**src/hdl/mpct_pkg.sv**
```systemverilog
// package for the mouse packet cursor tracker
// widths, reset values, register indexes, packet struct and button encoder
// no dependencies
package mpct_pkg;

    localparam int BYTE_W   = 8;
    localparam int POS_W    = 12;
    localparam int BTN_W    = 3;
    localparam int CFG_IDX_W = 2;
    localparam int SUM_W    = POS_W + 2;

    localparam logic [POS_W-1:0] RESET_X_LIMIT = 12'd1004;
    localparam logic [POS_W-1:0] RESET_Y_LIMIT = 12'd748;
    localparam logic [POS_W-1:0] RESET_POS_X   = 12'd512;
    localparam logic [POS_W-1:0] RESET_POS_Y   = 12'd384;

    // bit of the first packet byte that marks packet start
    localparam int SYNC_BIT = 3;

    // configuration register indexes
    typedef enum logic [CFG_IDX_W-1:0] {
        CFG_X_LIMIT = 2'd0,
        CFG_Y_LIMIT = 2'd1
    } cfg_idx_t;

    // slot of the next byte inside a packet
    typedef enum logic [1:0] {
        SLOT_FIRST  = 2'd0,
        SLOT_SECOND = 2'd1,
        SLOT_THIRD  = 2'd2,
        SLOT_UNUSED = 2'd3
    } slot_t;

    // button codes
    typedef enum logic [BTN_W-1:0] {
        BTN_NONE = 3'd0,
        BTN_L    = 3'd1,
        BTN_R    = 3'd2,
        BTN_M    = 3'd3,
        BTN_LR   = 3'd4,
        BTN_LRM  = 3'd5
    } btn_code_t;

    // completed packet offered by the assembler
    typedef struct packed {
        logic              valid;
        logic [BYTE_W-1:0] first;
        logic [BYTE_W-1:0] second;
        logic [BYTE_W-1:0] third;
    } pkt_t;

    // limits held by the configuration registers
    typedef struct packed {
        logic [POS_W-1:0] x_limit;
        logic [POS_W-1:0] y_limit;
    } limits_t;

    // priority encoder for the button bits (bit0 L, bit1 R, bit2 M)
    function automatic logic [BTN_W-1:0] encode_buttons(input logic [BYTE_W-1:0] b);
        logic l;
        logic r;
        logic m;
        logic [BTN_W-1:0] code;
        l = b[0];
        r = b[1];
        m = b[2];
        if (l && r && m)
            code = BTN_LRM;
        else if (l && r)
            code = BTN_LR;
        else if (r)
            code = BTN_R;
        else if (m)
            code = BTN_M;
        else if (l)
            code = BTN_L;
        else
            code = BTN_NONE;
        return code;
    endfunction

endpackage

```
**src/hdl/mpct_if.sv**
```systemverilog
// channel interfaces for the mouse packet cursor tracker
// received byte, cursor result and configuration write channels; uses mpct_pkg

interface mpct_byte_if
    import mpct_pkg::*;
    ();
    logic              valid;
    logic              ready;
    logic [BYTE_W-1:0] rx_byte;

    modport source (output valid, output rx_byte, input ready);
    modport sink   (input valid, input rx_byte, output ready);
endinterface

interface mpct_result_if
    import mpct_pkg::*;
    ();
    logic             valid;
    logic             ready;
    logic [POS_W-1:0] cursor_x;
    logic [POS_W-1:0] cursor_y;
    logic [BTN_W-1:0] button_code;
    logic [BTN_W-1:0] prev_button_code;

    modport source (output valid, output cursor_x, output cursor_y,
                    output button_code, output prev_button_code, input ready);
    modport sink   (input valid, input cursor_x, input cursor_y,
                    input button_code, input prev_button_code, output ready);
endinterface

interface mpct_cfg_if
    import mpct_pkg::*;
    ();
    logic                 valid;
    logic                 ready;
    logic [CFG_IDX_W-1:0] index;
    logic [POS_W-1:0]     data;

    modport source (output valid, output index, output data, input ready);
    modport sink   (input valid, input index, input data, output ready);
endinterface

```
**src/hdl/mouse_packet_cursor_tracker.sv**
```systemverilog
// a packet's third byte sits in the input register; its result enters the result
// register once free; one byte per cycle, set by the input/result register pair;
// bytes keep flowing while a result waits unless a third byte finds it full
// reset: asynchronous, active low; cursor at 512/384, limits 1004/748,
// button codes none, assembler waits for a first byte with the sync bit
module mouse_packet_cursor_tracker
    import mpct_pkg::*;
(
    input  logic          clk,
    input  logic          rst_n,
    mpct_byte_if.sink     rx,
    mpct_cfg_if.sink      cfg,
    mpct_result_if.source cursor
);

    limits_t limits;
    pkt_t    pkt;
    logic    pkt_ready;

    // limit registers
    mpct_cfg_regs u_cfg_regs (
        .clk    (clk),
        .rst_n  (rst_n),
        .cfg    (cfg),
        .limits (limits)
    );

    // byte capture and packet assembly
    mpct_assembler u_assembler (
        .clk       (clk),
        .rst_n     (rst_n),
        .rx        (rx),
        .pkt       (pkt),
        .pkt_ready (pkt_ready)
    );

    // cursor update and result register
    mpct_cursor u_cursor (
        .clk       (clk),
        .rst_n     (rst_n),
        .pkt       (pkt),
        .pkt_ready (pkt_ready),
        .limits    (limits),
        .cursor    (cursor)
    );

endmodule

```
**src/hdl/mpct_cfg_regs.sv**
```systemverilog
// configuration registers: cursor x and y limits
// uses mpct_pkg and mpct_cfg_if
module mpct_cfg_regs
    import mpct_pkg::*;
(
    input  logic        clk,
    input  logic        rst_n,
    mpct_cfg_if.sink    cfg,
    output limits_t     limits
);

    logic [POS_W-1:0] x_limit_reg;
    logic [POS_W-1:0] y_limit_reg;
    logic             wr_en;

    // writes are always taken
    assign cfg.ready = 1'b1;
    assign wr_en     = cfg.valid;

    // limit registers, writes beyond the list are ignored
    always_ff @(posedge clk or negedge rst_n)
    begin
        if (!rst_n)
        begin
            x_limit_reg <= RESET_X_LIMIT;
            y_limit_reg <= RESET_Y_LIMIT;
        end
        else if (wr_en)
        begin
            case (cfg.index)
                CFG_X_LIMIT: x_limit_reg <= cfg.data;
                CFG_Y_LIMIT: y_limit_reg <= cfg.data;
                default:     ;
            endcase
        end
    end

    assign limits.x_limit = x_limit_reg;
    assign limits.y_limit = y_limit_reg;

endmodule

```
**src/hdl/mpct_assembler.sv**
```systemverilog
// input register and packet assembly with sync on the first byte
// uses mpct_pkg and mpct_byte_if
module mpct_assembler
    import mpct_pkg::*;
(
    input  logic        clk,
    input  logic        rst_n,
    mpct_byte_if.sink   rx,
    output pkt_t        pkt,
    input  logic        pkt_ready
);

    logic              byte_valid_reg;
    logic              byte_valid_next;
    logic [BYTE_W-1:0] byte_reg;
    slot_t             slot_reg;
    slot_t             slot_next;
    logic [BYTE_W-1:0] first_reg;
    logic [BYTE_W-1:0] first_next;
    logic [BYTE_W-1:0] second_reg;
    logic [BYTE_W-1:0] second_next;
    logic              completes;
    logic              consume;
    logic              rx_xfer;

    // held byte finishes a packet when it sits in the third slot
    assign completes = byte_valid_reg && (slot_reg == SLOT_THIRD);
    assign consume   = byte_valid_reg && (!completes || pkt_ready);
    assign rx.ready  = !byte_valid_reg || consume;
    assign rx_xfer   = rx.valid && rx.ready;

    assign pkt.valid  = completes;
    assign pkt.first  = first_reg;
    assign pkt.second = second_reg;
    assign pkt.third  = byte_reg;

    // slot tracking on each consumed byte
    always_comb
    begin
        slot_next   = slot_reg;
        first_next  = first_reg;
        second_next = second_reg;
        if (consume)
        begin
            case (slot_reg)
                SLOT_SECOND:
                begin
                    second_next = byte_reg;
                    slot_next   = SLOT_THIRD;
                end
                SLOT_THIRD:
                begin
                    slot_next = SLOT_FIRST;
                end
                default:
                begin
                    if (byte_reg[SYNC_BIT])
                    begin
                        first_next = byte_reg;
                        slot_next  = SLOT_SECOND;
                    end
                    else
                    begin
                        slot_next = SLOT_FIRST;
                    end
                end
            endcase
        end
    end

    // input register occupancy
    always_comb
    begin
        byte_valid_next = byte_valid_reg;
        if (rx_xfer)
            byte_valid_next = 1'b1;
        else if (consume)
            byte_valid_next = 1'b0;
    end

    always_ff @(posedge clk or negedge rst_n)
    begin
        if (!rst_n)
        begin
            byte_valid_reg <= 1'b0;
            slot_reg       <= SLOT_FIRST;
            first_reg      <= '0;
            second_reg     <= '0;
        end
        else
        begin
            byte_valid_reg <= byte_valid_next;
            slot_reg       <= slot_next;
            first_reg      <= first_next;
            second_reg     <= second_next;
        end
    end

    // input payload register
    always_ff @(posedge clk)
    begin
        if (rx_xfer)
            byte_reg <= rx.rx_byte;
    end

endmodule

```
**src/hdl/mpct_cursor.sv**
```systemverilog
// cursor update: add deltas, clamp to limits, encode buttons, result register
// uses mpct_pkg and mpct_result_if
module mpct_cursor
    import mpct_pkg::*;
(
    input  logic          clk,
    input  logic          rst_n,
    input  pkt_t          pkt,
    output logic          pkt_ready,
    input  limits_t       limits,
    mpct_result_if.source cursor
);

    logic              res_valid_reg;
    logic              res_valid_next;
    logic [POS_W-1:0]  pos_x_reg;
    logic [POS_W-1:0]  pos_x_next;
    logic [POS_W-1:0]  pos_y_reg;
    logic [POS_W-1:0]  pos_y_next;
    logic [BTN_W-1:0]  cur_btn_reg;
    logic [BTN_W-1:0]  last_btn_reg;
    logic signed [SUM_W-1:0] sum_x;
    logic signed [SUM_W-1:0] sum_y;
    logic              fire;

    // result register is free or drains this cycle
    assign pkt_ready = !res_valid_reg || cursor.ready;
    assign fire      = pkt.valid && pkt_ready;

    // x adds the delta, y subtracts it (screen y grows downward)
    assign sum_x = $signed({2'b00, pos_x_reg})
                 + $signed({{(SUM_W-BYTE_W){pkt.second[BYTE_W-1]}}, pkt.second});
    assign sum_y = $signed({2'b00, pos_y_reg})
                 - $signed({{(SUM_W-BYTE_W){pkt.third[BYTE_W-1]}}, pkt.third});

    // clamp to 0..limit
    always_comb
    begin
        if (sum_x[SUM_W-1])
            pos_x_next = '0;
        else if (sum_x[SUM_W-2:0] > {1'b0, limits.x_limit})
            pos_x_next = limits.x_limit;
        else
            pos_x_next = sum_x[POS_W-1:0];

        if (sum_y[SUM_W-1])
            pos_y_next = '0;
        else if (sum_y[SUM_W-2:0] > {1'b0, limits.y_limit})
            pos_y_next = limits.y_limit;
        else
            pos_y_next = sum_y[POS_W-1:0];
    end

    // result valid flag
    always_comb
    begin
        res_valid_next = res_valid_reg;
        if (fire)
            res_valid_next = 1'b1;
        else if (cursor.ready)
            res_valid_next = 1'b0;
    end

    // position and button state doubles as the result register
    always_ff @(posedge clk or negedge rst_n)
    begin
        if (!rst_n)
        begin
            res_valid_reg <= 1'b0;
            pos_x_reg     <= RESET_POS_X;
            pos_y_reg     <= RESET_POS_Y;
            cur_btn_reg   <= BTN_NONE;
            last_btn_reg  <= BTN_NONE;
        end
        else
        begin
            res_valid_reg <= res_valid_next;
            if (fire)
            begin
                pos_x_reg    <= pos_x_next;
                pos_y_reg    <= pos_y_next;
                last_btn_reg <= cur_btn_reg;
                cur_btn_reg  <= encode_buttons(pkt.first);
            end
        end
    end

    assign cursor.valid            = res_valid_reg;
    assign cursor.cursor_x         = pos_x_reg;
    assign cursor.cursor_y         = pos_y_reg;
    assign cursor.button_code      = cur_btn_reg;
    assign cursor.prev_button_code = last_btn_reg;

endmodule

```
**src/flat_wrapper.sv**
```systemverilog
// flat-port wrapper written by rule: the top's interface ports become plain ports
module mouse_packet_cursor_tracker_flat import mpct_pkg::*;
  (clk, rst_n, rx_valid, rx_rx_byte, rx_ready, cfg_valid, cfg_index, cfg_data, cfg_ready, cursor_valid, cursor_cursor_x, cursor_cursor_y, cursor_button_code, cursor_prev_button_code, cursor_ready);
  mpct_byte_if rx_i ();
  mpct_cfg_if cfg_i ();
  mpct_result_if cursor_i ();
  input  logic clk;
  input  logic rst_n;
  input wire logic [$bits(rx_i.valid)-1:0] rx_valid;
  input wire logic [$bits(rx_i.rx_byte)-1:0] rx_rx_byte;
  output wire logic [$bits(rx_i.ready)-1:0] rx_ready;
  input wire logic [$bits(cfg_i.valid)-1:0] cfg_valid;
  input wire logic [$bits(cfg_i.index)-1:0] cfg_index;
  input wire logic [$bits(cfg_i.data)-1:0] cfg_data;
  output wire logic [$bits(cfg_i.ready)-1:0] cfg_ready;
  output wire logic [$bits(cursor_i.valid)-1:0] cursor_valid;
  output wire logic [$bits(cursor_i.cursor_x)-1:0] cursor_cursor_x;
  output wire logic [$bits(cursor_i.cursor_y)-1:0] cursor_cursor_y;
  output wire logic [$bits(cursor_i.button_code)-1:0] cursor_button_code;
  output wire logic [$bits(cursor_i.prev_button_code)-1:0] cursor_prev_button_code;
  input wire logic [$bits(cursor_i.ready)-1:0] cursor_ready;
  assign rx_i.valid = rx_valid;
  assign rx_i.rx_byte = rx_rx_byte;
  assign rx_ready = rx_i.ready;
  assign cfg_i.valid = cfg_valid;
  assign cfg_i.index = cfg_index;
  assign cfg_i.data = cfg_data;
  assign cfg_ready = cfg_i.ready;
  assign cursor_valid = cursor_i.valid;
  assign cursor_cursor_x = cursor_i.cursor_x;
  assign cursor_cursor_y = cursor_i.cursor_y;
  assign cursor_button_code = cursor_i.button_code;
  assign cursor_prev_button_code = cursor_i.prev_button_code;
  assign cursor_i.ready = cursor_ready;
  mouse_packet_cursor_tracker u_core (.clk(clk), .rst_n(rst_n), .rx(rx_i), .cfg(cfg_i), .cursor(cursor_i));
endmodule
```
**config.mk**
```make
export PLATFORM = sky130hd
export DESIGN_NAME = mouse_packet_cursor_tracker_flat
export DESIGN_NICKNAME = d
export VERILOG_FILES = /design/src/hdl/mpct_pkg.sv /design/src/hdl/mpct_if.sv /design/src/hdl/mouse_packet_cursor_tracker.sv /design/src/hdl/mpct_cfg_regs.sv /design/src/hdl/mpct_assembler.sv /design/src/hdl/mpct_cursor.sv /design/src/flat_wrapper.sv
export SDC_FILE = /design/constraint.sdc
export NUM_CORES = 1
export LEC_CHECK = 0
export ABC_AREA = 1
export BUFFER_PORTS_ARGS = -buffer_cell sky130_fd_sc_hd__buf_2
export CORE_UTILIZATION = 45
export CTS_BUF_LIST = sky130_fd_sc_hd__clkbuf_8 sky130_fd_sc_hd__clkbuf_16
export CTS_CLUSTER_DIAMETER = 200
export DETAILED_ROUTE_END_ITERATION = 16
export GPL_TIMING_DRIVEN = 0
export PLACE_DENSITY = 0.67
export RECOVER_POWER = 25
export SLEW_MARGIN = 20
export SYNTH_ARGS = -nofsm -noshare
export SYNTH_HDL_FRONTEND = slang
export SYNTH_SLANG_ARGS = --single-unit
```
**constraint.sdc**
```tcl
create_clock -name clk -period 2.85 [get_ports clk]
set_input_delay 0 -clock clk [delete_from_list [all_inputs] [get_ports clk]]
set_output_delay 0 -clock clk [all_outputs]
set_load 0.01 [all_outputs]
```
# Word-level counts from Yosys, hierarchy flattened
# Index checks and enable logic that the tools add are counted.
[op_classes]
bitwise = 1
reduce_logical = 20
n_lt_le_gt_ge = 2
mux = 15
eq_ne = 3
n_addsub = 2
[ops]
columns = ["operator", "n"]
rows = [
  ["$mux W12", 4],
  ["$gt A13 B12 Y1", 2],
  ["$add A13 B8 Y14", 1],
  ["$sub A13 B8 Y14", 1],
  ["$logic_and A1 B1 Y1", 6],
  ["$mux W1", 6],
  ["$mux W3", 2],
  ["$reduce_and A2 Y1", 3],
  ["$eq A2 B1 Y1 const B", 2],
  ["$mux W2", 2],
  ["$pmux W2 S2", 1],
  ["$reduce_bool A2 Y1", 2],
  ["$logic_not A1 Y1", 3],
  ["$logic_or A1 B1 Y1", 3],
  ["$reduce_and A3 Y1", 1],
  ["$eq A2 B2 Y1 const B", 1],
  ["$logic_not A2 Y1", 1],
  ["$reduce_or A2 Y1", 1],
  ["$not A1 Y1", 1],
]
[totals]
wordCells = 55
register_bits = 77
inputBits = 27
out_inout_bits = 33

# Depth between registers and ports, before layout
[depth]
word_depth = 8
mapped_depth = 22
ltp_nobuf = 22

# By module
# Synthesis repeated with hierarchy kept, for this count alone.
[unflattened]
hier_cells = 759
hier_area_um2 = 5913.2
[modules_own_cells]
columns = ["module", "cells_per_inst", "seq_area_each_um2", "area_per_inst_um2", "n_inst"]
rows = [
  ["mpct_cursor", 554, 779.5, 3826.2, 1],
  ["mpct_assembler", 95, 715.7, 1054.8, 1],
  ["mpct_cfg_regs", 110, 616.8, 1032.2, 1],
]

# Least setup slack after synthesis
# Ideal clock, no wire load.
[synth_path]
path_kind = "reg2reg"
startpoint = "register u_core.u_cursor.pos_y_reg[0] (netlist: u_core.u_cursor.cursor.cursor_y[0])"
endpoint = "register u_core.u_cursor.pos_y_reg[11] (netlist: u_core.u_cursor.cursor.cursor_y[11])"
path_buffers = 1
slack_ps = -305
path_stages_with_launch = 21
arrival_time_ps = 3037
setup_ps = 117
required_ps = 2733
synth_period_minus_slack_ps = 3155
cell_sequence = "dfrtp_1 inv_1 ha_1 fa_1 nand3b_1 nand2_1 inv_1 o21bai_1 nand3_1 nand2_1 xor2_1 inv_1 ha_1 a21o_1 a21oi_1 o211ai_4 nand2_4 buf_12 nand2_1 nand3_1 nand2_1"
[synth_between]
elab_chain_len = 4
[synth_rtl]
columns = ["element", "line_no", "source"]
rows = [
  ["start, declared", "mpct_cursor.sv:18", "logic [POS_W-1:0] pos_y_reg;"],
  ["start signal, assigned", "mpct_cursor.sv:81", "pos_y_reg <= pos_y_next;"],
  ["$sub A13 B8 Y14 (*)", "mpct_cursor.sv:34", "- $signed({{(SUM_W-BYTE_W){pkt.third[BYTE_W-1]}}, pkt.third});"],
  ["$gt A13 B12 Y1", "mpct_cursor.sv:48", "else if (sum_y[SUM_W-2:0] > {1'b0, limits.y_limit})"],
  ["$mux W12", "mpct_cursor.sv:48", ""],
  ["$mux W12 (*)", "mpct_cursor.sv:46", "if (sum_y[SUM_W-1])"],
]
# Every way passes the cells marked *; elsewhere a longest branch is shown, timed or not.
# A chain may end at the register's enable or synchronous reset.

# Final worst setup path
[layout_path]
startpoint = "register u_core.u_assembler.byte_reg[0]"
endpoint = "register u_core.u_cursor.pos_y_reg[11] (netlist: u_core.u_cursor.cursor.cursor_y[11])"
[layout_between]
elab_chain_len = 4
[layout_rtl]
columns = ["element", "line_no", "source"]
rows = [
  ["start, declared", "mpct_assembler.sv:15", "logic [BYTE_W-1:0] byte_reg;"],
  ["start signal, assigned", "mpct_assembler.sv:103", "byte_reg <= rx.rx_byte;"],
  ["$sub A13 B8 Y14 (*)", "mpct_cursor.sv:34", ""],
  ["$gt A13 B12 Y1", "mpct_cursor.sv:48", ""],
  ["$mux W12", "mpct_cursor.sv:48", ""],
  ["$mux W12 (*)", "mpct_cursor.sv:46", ""],
]
# Marked as above.

==> impl_metrics.yaml <==
timing:
  skew_ps: 8.054
  rsz0062_at_grt: "yes"
  setup_ws_ps: -311.1
  worst_pin_slew_ps: 1924
  timing.final.crit_share_pct: 110.9
  period_needed_ps: 3161
  relSlewSlack_pct: -28.26
  hold_viol_final: 0
  timing.hold.ws_ps: 55.96
  finalSetupViolCount: 24
  fmax_mhz: 316.3
  drv_slew: 35
routing:
  avgRoutedWirePerCell_um: 14.94
  drtAntennaViolNets: 0
  viasPerCell: 5.145
  drt-total-wl_um: 14000
  dr.pass1.iters: 5
  drt_iter0_drc: 230
  num_vias: 4821
  drcViolationCount: 0
cells_and_area:
  antennaDiodeCount: 0
  layout.nets: 873
  drive_above_1_share_pct: 29.23
  final_cells: 937
  area_growth_pct: 34.24
global_routing:
  grt_pass1_wl_um: 21310
  gr-usage-met2_pct: 39.62
  grt_overflow: 0
  grt_max_degree: 36
  grt.busiest_layer: "met2"
  grtUsageTotal_pct: 23.70
  gr-usage-met3_pct: 4.065
  grt_pass1_vias: 4523
  antenna_found_initial: 0
  grt_use_met1_pct: 31.12
placement:
  io_buffer_count: 58
  place_ws_ps: -551.0
  gp_congestion: 0.8543
  post-place-cells: 868
  dp_hpwl_um: 9652
floorplan:
  io_pins: 60
  core-area_mm2: 0.01103
  die-area_mm2: 0.01194
  die_w_um: 109.3
  fp-row-count: 38
  die_h_um: 109.3
  initial_core_util_pct: 46.94
logic_synthesis:
  yosysTopAreaCellShare_pct: 25.62
  synth.area.top_cells: "dfrtp_1 (26%), nand2_1 (13%), ha_1 (13%), dfstp_2 (8.1%), inv_1 (8.0%)"
  syn_nets: 750
  ys.flop_type: "dfrtp_1"
  synth_cell_types: 39
  yosysSeqAreaShare_pct: 38.38
  ys_seq_elements: 77
  synth.avg_cell_area_um2: 7.739
  synthArstFlopShare_pct: 89.61
  synthCells: 669
  synth_commonest_cells: "nand2_1 (176), inv_1 (111), o21ai_0 (62)"
  yosys.area.top_type: "dfrtp_1"
  ys_warn_count: 0
  synth-edff-count: 8
  synthMostInstantiatedCell: "nand2_1"
  netlist_area_mm2: 0.005177
worst_setup_path:
  end_kind: "flip-flop"
  worstPathRequired_ps: 3090
  arrival_ps: 3400
  critPathKind: "flip-flop to flip-flop"
  reg2reg_slack_ps: -310
  crit_fanout: 5
  r2r-start: "u_core.u_assembler.byte_reg[0]"
  timing.rr.end: "u_core.u_cursor.cursor.cursor_y[11]"
  crit_path_start_kind: "flip-flop"
  worst-r2r-cell-count: 19
cts:
  clock_latency_ps: 350
  clk_pin_slew_ps: 60
  clockRootBuffer: "clkbuf_16"
  cts_tree: "built"
  cts.sink_count: 77
  htree_levels: 3
  cts_buffer_depth: 2
  numCtsBuffers: 9
worst_hold_path:
  hold_start: "cfg_valid"
  whs_path_depth: 4
  hp-class: "primary input to flip-flop"
  hold_path_end: "u_core.u_cfg_regs.x_limit_reg[3]"
power_and_ir_drop:
  vdd_ir_drop_max_mv: 0.6237
  pwr_density_cell_mw_per_mm2: 1299
  leakagePower_nw: 3.560
job:
  maxCapViolations: 1
outcome:
  violations: "max-capacitance violations, max-slew violations, negative setup slack"
  status: "finished, violations left"
-- metrics by stage --
stage / TNS, ps / total power, mW / cell area [µm²] / utilization [%]
finish: -6254 / 9.025 / 6950 / 63.01
global route: -11240 / 9.756 / 6950 / 63.01
CTS: -5786 / 7.972 / 6570 / 59.56
detailed placement: -10350 / 6.087 / 5719 / 51.85
global placement: -9248 / 5.961 / 5697 / 51.64
floorplan: -2016 / 5.037 / 5231 / -
-- cell usage in the layout (no fill, tap or decap), types with 9 or more instances in the layout --
cell type / netlist / final
dfstp_2: 16 / 16
o21ai_2: 2 / 9
nand3_2: 1 / 12
o21ai_1: 11 / 16
nor2_1: 29 / 26
inv_1: 111 / 105
nand2_2: 3 / 25
clkbuf_16: 0 / 10
xor2_1: 15 / 10
a21oi_1: 29 / 22
buf_4: 2 / 28
clkbuf_1: 8 / 9
dlygate4sd3_1: 0 / 23
dfrtp_1: 53 / 52
nand3_1: 51 / 38
ha_4: 0 / 14
nand2_1: 176 / 149
buf_2: 2 / 57
o21ai_0: 62 / 49
ha_1: 52 / 36
-- repair_timing --
action,CTS,global route
resized for setup,48,57
gates cloned,2,2
hold endpoints to repair,102,0
buffers inserted,16,10
endpoints found under the setup margin,24,24
hold buffers,23,0
pin swaps,17,26
-- metal layers --
| layer | share of wire (%) | routed length [µm] |
|---|---|---|
| met3 | 5.5 | 772 |
| met5 | 0 | 0 |
| met4 | 1.9 | 264 |
| met1 | 44 | 6192 |
| met2 | 48 | 6772 |
-- power breakdown --
part | total [mW] | internal (mW) | switching [mW]
sequential | 1.78 | 1.47 | 0.310
combinational | 6.11 | 2.63 | 3.48
clock | 1.13 | 0.638 | 0.494
total | 9.03 | 4.74 | 4.29
-- kinds of logic (layout without fill, tap and decap cells) --
kind of cell | Yosys count | count (layout) | synth area share [%]
and+or+nand+nor | 274 | 274 | 22.47
buffers and inverters | 128 | 256 | 10.08
AOI/OAI and AO/OA | 114 | 114 | 11.96
DFF | 77 | 77 | 38.38
adders and majority gates | 54 | 54 | 13.34
xor gates and xnor gates | 21 | 21 | 3.698
other | 1 | 1 | 0.07243
-- area by class of cell --
class                           count  area (µm²)
Inverter                          113       427.9
Timing Repair Buffer              112       793.3
Sequential cell                    77        1988
Tap cell                          140       175.2
Clock buffer                       11       252.7
Fill cell                         926        4080
Clock inverter                      5       33.78
Multi-Input combinational cell    464        3169
Buffer                             15       110.1
-- critical path, cell delays in order (launching register included) --
cell and delay (ps):
edfxtp_1 450, ha_4 200, fa_2 330, nand3b_1 180
nand2_2 90, inv_2 60, o21bai_4 130, buf_4 140
xor2_2 60, ha_1 310, nand2_1 110, nor2_2 170
nand3_1 110, nor2_2 160, nand3b_4 130, nand2_4 120
clkbuf_16 150, nand2_1 40, nand3_1 70, nand2_1 60
-- how the worst max path moves through the flow --
stage                                        from                                  end  slack [ps]  cells after the start
6_report           u_core.u_assembler.byte_reg[0]  u_core.u_cursor.cursor.cursor_y[11]        -310                     19
5_1_grt            u_core.u_assembler.byte_reg[7]  u_core.u_cursor.cursor.cursor_y[10]        -520                     18
4_1_cts          u_core.u_assembler.second_reg[0]   u_core.u_cursor.cursor.cursor_x[4]        -280                     21
3_5_place_dp       u_core.u_assembler.byte_reg[0]   u_core.u_cursor.cursor.cursor_y[4]        -550                     19
3_3_place_gp   u_core.u_cursor.cursor.cursor_y[0]   u_core.u_cursor.cursor.cursor_y[5]        -480                     20
2_1_floorplan  u_core.u_cursor.cursor.cursor_y[0]  u_core.u_cursor.cursor.cursor_y[11]        -160                     20
No activity file was read; power rests on OpenSTA's default activity.
